$ cat src/rtl/bptc_pkg.sv
// Shared types, constants and an arithmetic helper for the barometer compensation block.
// No dependencies; the RTL modules refer to this package by scoped names.
package bptc_pkg;

  localparam int unsigned CalNum = 6;
  localparam int unsigned AddrW  = 5;

  // Register indexes, taken from paddr[4:2].
  localparam logic [2:0] REG_T1_T2 = 3'd0;
  localparam logic [2:0] REG_T3_P1 = 3'd1;
  localparam logic [2:0] REG_P2_P3 = 3'd2;
  localparam logic [2:0] REG_P4_P5 = 3'd3;
  localparam logic [2:0] REG_P6_P7 = 3'd4;
  localparam logic [2:0] REG_P8_P9 = 3'd5;

  localparam logic signed [32:0] TFineOffset = 33'sd128000;
  localparam logic [20:0]        PressFull   = 21'd1048576;
  localparam logic [16:0]        DivScale    = 17'd3125;
  localparam logic [31:0]        TempRound   = 32'd128;
  localparam logic [63:0]        DenBias     = 64'h0000_8000_0000_0000;

  typedef struct packed {
    logic        [15:0] t1;
    logic signed [15:0] t2;
    logic signed [15:0] t3;
    logic        [15:0] p1;
    logic signed [15:0] p2;
    logic signed [15:0] p3;
    logic signed [15:0] p4;
    logic signed [15:0] p5;
    logic signed [15:0] p6;
    logic signed [15:0] p7;
    logic signed [15:0] p8;
    logic signed [15:0] p9;
  } cal_t;

  // Beat handed from one divider cell to the next.
  typedef struct packed {
    logic [63:0] rem;
    logic [63:0] num;
    logic [63:0] den;
    logic        neg;
    logic        inval;
    logic [31:0] temp;
  } div_t;

  // Product modulo 2^64 of a 64-bit word and a 17-bit signed factor, as two
  // 32-bit partial products.
  function automatic logic [63:0] mul64x17(input logic [63:0] x, input logic [16:0] p);
    logic signed [49:0] lo;
    logic        [31:0] pe;
    logic        [31:0] hi;
    lo = $signed({1'b0, x[31:0]}) * $signed(p);
    pe = {{15{p[16]}}, p};
    hi = x[63:32] * pe;
    return {{14{lo[49]}}, lo} + {hi, 32'd0};
  endfunction

endpackage

$ cat src/rtl/bptc_div_cell.sv
// One restoring division cell: resolves one quotient bit per beat.
// Depends on bptc_pkg; chained 64 deep in the top level.
module bptc_div_cell (
  input  logic           clk_i,
  input  logic           rst_ni,
  input  logic           valid_i,
  output logic           ready_o,
  input  bptc_pkg::div_t data_i,
  output logic           valid_o,
  input  logic           ready_i,
  output bptc_pkg::div_t data_o
);

  logic           vld_q;
  bptc_pkg::div_t data_q;
  bptc_pkg::div_t data_d;
  logic [64:0]    trial;
  logic [64:0]    diff;
  logic           ge;

  // The dividend shifts out at the top while quotient bits shift in at the bottom.
  always_comb begin
    trial       = {data_i.rem, data_i.num[63]};
    diff        = trial - {1'b0, data_i.den};
    ge          = (trial >= {1'b0, data_i.den});
    data_d      = data_i;
    data_d.rem  = ge ? diff[63:0] : trial[63:0];
    data_d.num  = {data_i.num[62:0], ge};
  end

  assign ready_o = !vld_q || ready_i;
  assign valid_o = vld_q;
  assign data_o  = data_q;

  always_ff @(posedge clk_i or negedge rst_ni) begin
    if (!rst_ni) begin
      vld_q <= 1'b0;
    end else if (ready_o) begin
      vld_q <= valid_i;
    end
  end

  always_ff @(posedge clk_i) begin
    if (ready_o) begin
      data_q <= data_d;
    end
  end

endmodule

$ cat config.mk
export PLATFORM = sky130hd
export DESIGN_NAME = bptc_div_cell
export DESIGN_NICKNAME = d
export VERILOG_FILES = /design/src/rtl/bptc_pkg.sv /design/src/rtl/bptc_div_cell.sv
export SDC_FILE = /design/constraint.sdc
export NUM_CORES = 1
export LEC_CHECK = 0
export BUFFER_PORTS_ARGS = -buffer_cell sky130_fd_sc_hd__buf_2
export CORE_MARGIN = 1
export CORE_UTILIZATION = 30
export DETAILED_ROUTE_END_ITERATION = 8
export GPL_TIMING_DRIVEN = 0
export PLACE_DENSITY = 0.57
export SLEW_MARGIN = 25
export SYNTH_ARGS = -nofsm -noshare
export SYNTH_HDL_FRONTEND = slang
export SYNTH_SLANG_ARGS = --single-unit
$ cat constraint.sdc
create_clock -name clk_i -period 11.7 [get_ports clk_i]
set_input_delay 2.34 -clock clk_i [delete_from_list [all_inputs] [get_ports clk_i]]
set_output_delay 2.34 -clock clk_i [all_outputs]
set_load 0.1 [all_outputs]
==> results.cfg <==
[timing]
final-hold-violation-count = 0
period_minus_slack_ns = 6.75
final.setup_skew_ns = 0.00672
slew_headroom_pct = 34.2
clock.fmax_mhz = 148
finalCritPeriodShare_pct = 57.7
setup_ws_ns = 4.95
rsz0062_at_grt = false
drv_slew = 0
report.final.setup_viol = 0
worst_slew_pin_slew_ns = 0.975

[yosys]
synth_cells = 965
yosysSeqAreaShare_pct = 56.9
synth_area_sq_um = 12000
synthArstFlopShare_pct = 0.441
ys.flop_type = edfxtp_1
ys.warnings.count = 0
synth_edf_count = 226
ys_types = 56
ys_ff_latch = 227
synth_nets = 1260
syn_avg_cell_area_sq_um = 12.4

[setup_path]
rrSetupSlack_ns = 9.50
worstPathArrival_ns = 4.41
crit_fanout = 54
worst-setup-path-type = in2out
slowest_stage = nand2b_4
cpPeakStageDelay_ns = 0.52
crit_path_start_kind = primary input
cp-end-kind = output pin
crit_chain = buf_2 > nand2b_4 > buf_16 > buf_16 > buf_16 > buf_2
critical-path-top-cell-by-count = buf_16
required_ns = 9.36

[global_route]
antenna_found_initial = 8
grt_max_degree = 55
gr-total-overflow = 0
grt_pass1_vias = 9414
grt.total_usage_pct = 17.5
grt_first_pass_wirelength_mm = 54.9

[outcome]
status = finished, final reports clean

[clocking]
post-cts-setup-buffers = 0
ctsHoldBuffers = 0
cts_buffers = 27
clockBufferDepth = 3
cts_sinks = 227
cts_tree = yes
cts_resized = 0
cts_htree_levels = 1
worstSkewPairLatency_ns = 0.54
cts_root_buf = clkbuf_16
clk_pin_slew_ns = 0.06

[detailed_routing]
via_count = 9486
wl_per_cell_um = 18.7
first_pass_iters = 4
drtIter0Drc = 529
routed_wl_mm = 37.3
ant_nets = 0
drcViolationCount = 0
viasPerCell = 4.76

[place]
dp_cells = 1944
placed_area_sq_um = 15000
portBuffers = 457
pre_cts_ws_ns = 4.94
dpl.hpwl_mm = 30.2
gp_congestion = 0.851

[hold_path]
worstHoldPathType = reg2reg

[finish]
final_common_cell = buf_2
final_core_util_pct = 40.8
design_area_sq_um = 15900
drive_gt1_share_pct = 39.4
layout_common_cells = buf_2 (458), edfxtp_1 (226), a21oi_1 (88)
stdcell_count = 1993
fin_nets = 1750
area_growth_pct = 32.9

[floorplanning]
die_w_um = 202
core_area_sq_um = 39000
num_rows = 72
initial_core_util_pct = 30.7
ios = 458
dieArea_sq_um = 40700
fp.dieH_um = 202

[power]
leakage_nw = 7.13
p_per_area_nw_per_um2 = 186
ir_worst_vdd_v = 0.000132

[job]
drv_cap = 0
-- flip-flops by register name, indices dropped and copies added, names as in the netlist --
name / cells
valid_o: 1
data_o: 226
-- per-layer routing --
| layer | wire length, um | track usage (%) |
|---|---|---|
| met4 | 677 | 4.11 |
| met1 | 15500 | 21.7 |
| met5 | 69 | 0 |
| met3 | 2530 | 3.53 |
| met2 | 18500 | 30.9 |
-- worst max-delay path: cells and delay by family --
| kind | cells | cell delay, ns |
|---|---|---|
| buf+inv | 5 | 1.44 |
| simple gates | 1 | 0.52 |
-- worst paths after layout --
path	startpoint	endpoint	cells past startpoint
worst max-delay path	ready_i	ready_o	6
worst min register to register	valid_o$_DFFE_PN0P_	valid_o$_DFFE_PN0P_	2
worst min-delay path	valid_o$_DFFE_PN0P_	valid_o$_DFFE_PN0P_	2
min in group asynchronous	rst_ni	valid_o$_DFFE_PN0P_	1
worst max register to register	valid_o$_DFFE_PN0P_	data_o[84]$_DFFE_PP_	4
max in group asynchronous	rst_ni	valid_o$_DFFE_PN0P_	1
-- metrics by stage --
stage	power, mW	TNS [ns]	hold WS, ns
finish	2.97	0	0.978
global route	3.07	0	1.03
CTS	3.00	0	0.987
detailed placement	2.14	0	0.974
global placement	2.15	-2.21	2.12
floorplan	1.94	0	2.04
-- power by group --
part / switching, mW / internal, mW
combinational: 0.860 / 0.241
sequential: 0.0190 / 1.00
clock: 0.336 / 0.509
-- final cells by class --
type,instances,area [sq um]
Antenna cell,2,5.00
Sequential cell,227,6810
Clock inverter,18,205
Tap cell,518,648
Fill cell,3818,23100
Multi-Input combinational cell,627,4710
Inverter,80,300
Clock buffer,29,683
Timing Repair Buffer,461,2390
Buffer,31,163
-- Yosys cell counts, types with 6 or more instances --
cell | number | area (sq um)
inv_1 | 80 | 300
a31oi_1 | 9 | 56.3
nand2_1 | 66 | 248
o211ai_1 | 9 | 67.6
ha_1 | 64 | 801
buf_6 | 6 | 67.6
nand3_1 | 11 | 55.1
nor2_1 | 49 | 184
mux2_4 | 46 | 691
clkbuf_1 | 23 | 86.3
mux2_2 | 15 | 169
o21bai_1 | 17 | 128
nor2b_1 | 7 | 43.8
o21a_1 | 6 | 45.0
a21o_1 | 31 | 233
nand4_1 | 22 | 138
o21ai_0 | 41 | 205
a21oi_1 | 88 | 440
edfxtp_1 | 226 | 6790
xor2_1 | 26 | 228
nor3_1 | 16 | 80.1
nand2b_1 | 9 | 56.3
and3_1 | 8 | 50.1
xnor2_1 | 32 | 280
-- kinds of logic (layout without fill, tap and decap cells) --
group,Yosys count,in the layout,synth area share (%)
buffers and inverters,111,619,3.87
adders and majority gates,65,65,6.85
and+or+nand+nor,200,200,7.79
AOI/OAI and AO/OA,240,240,12.9
DFF,227,227,56.9
other,0,2,0
muxes,64,64,7.43
xor gates and xnor gates,58,58,4.24
Note: power is estimated with default switching activity, not from simulation.
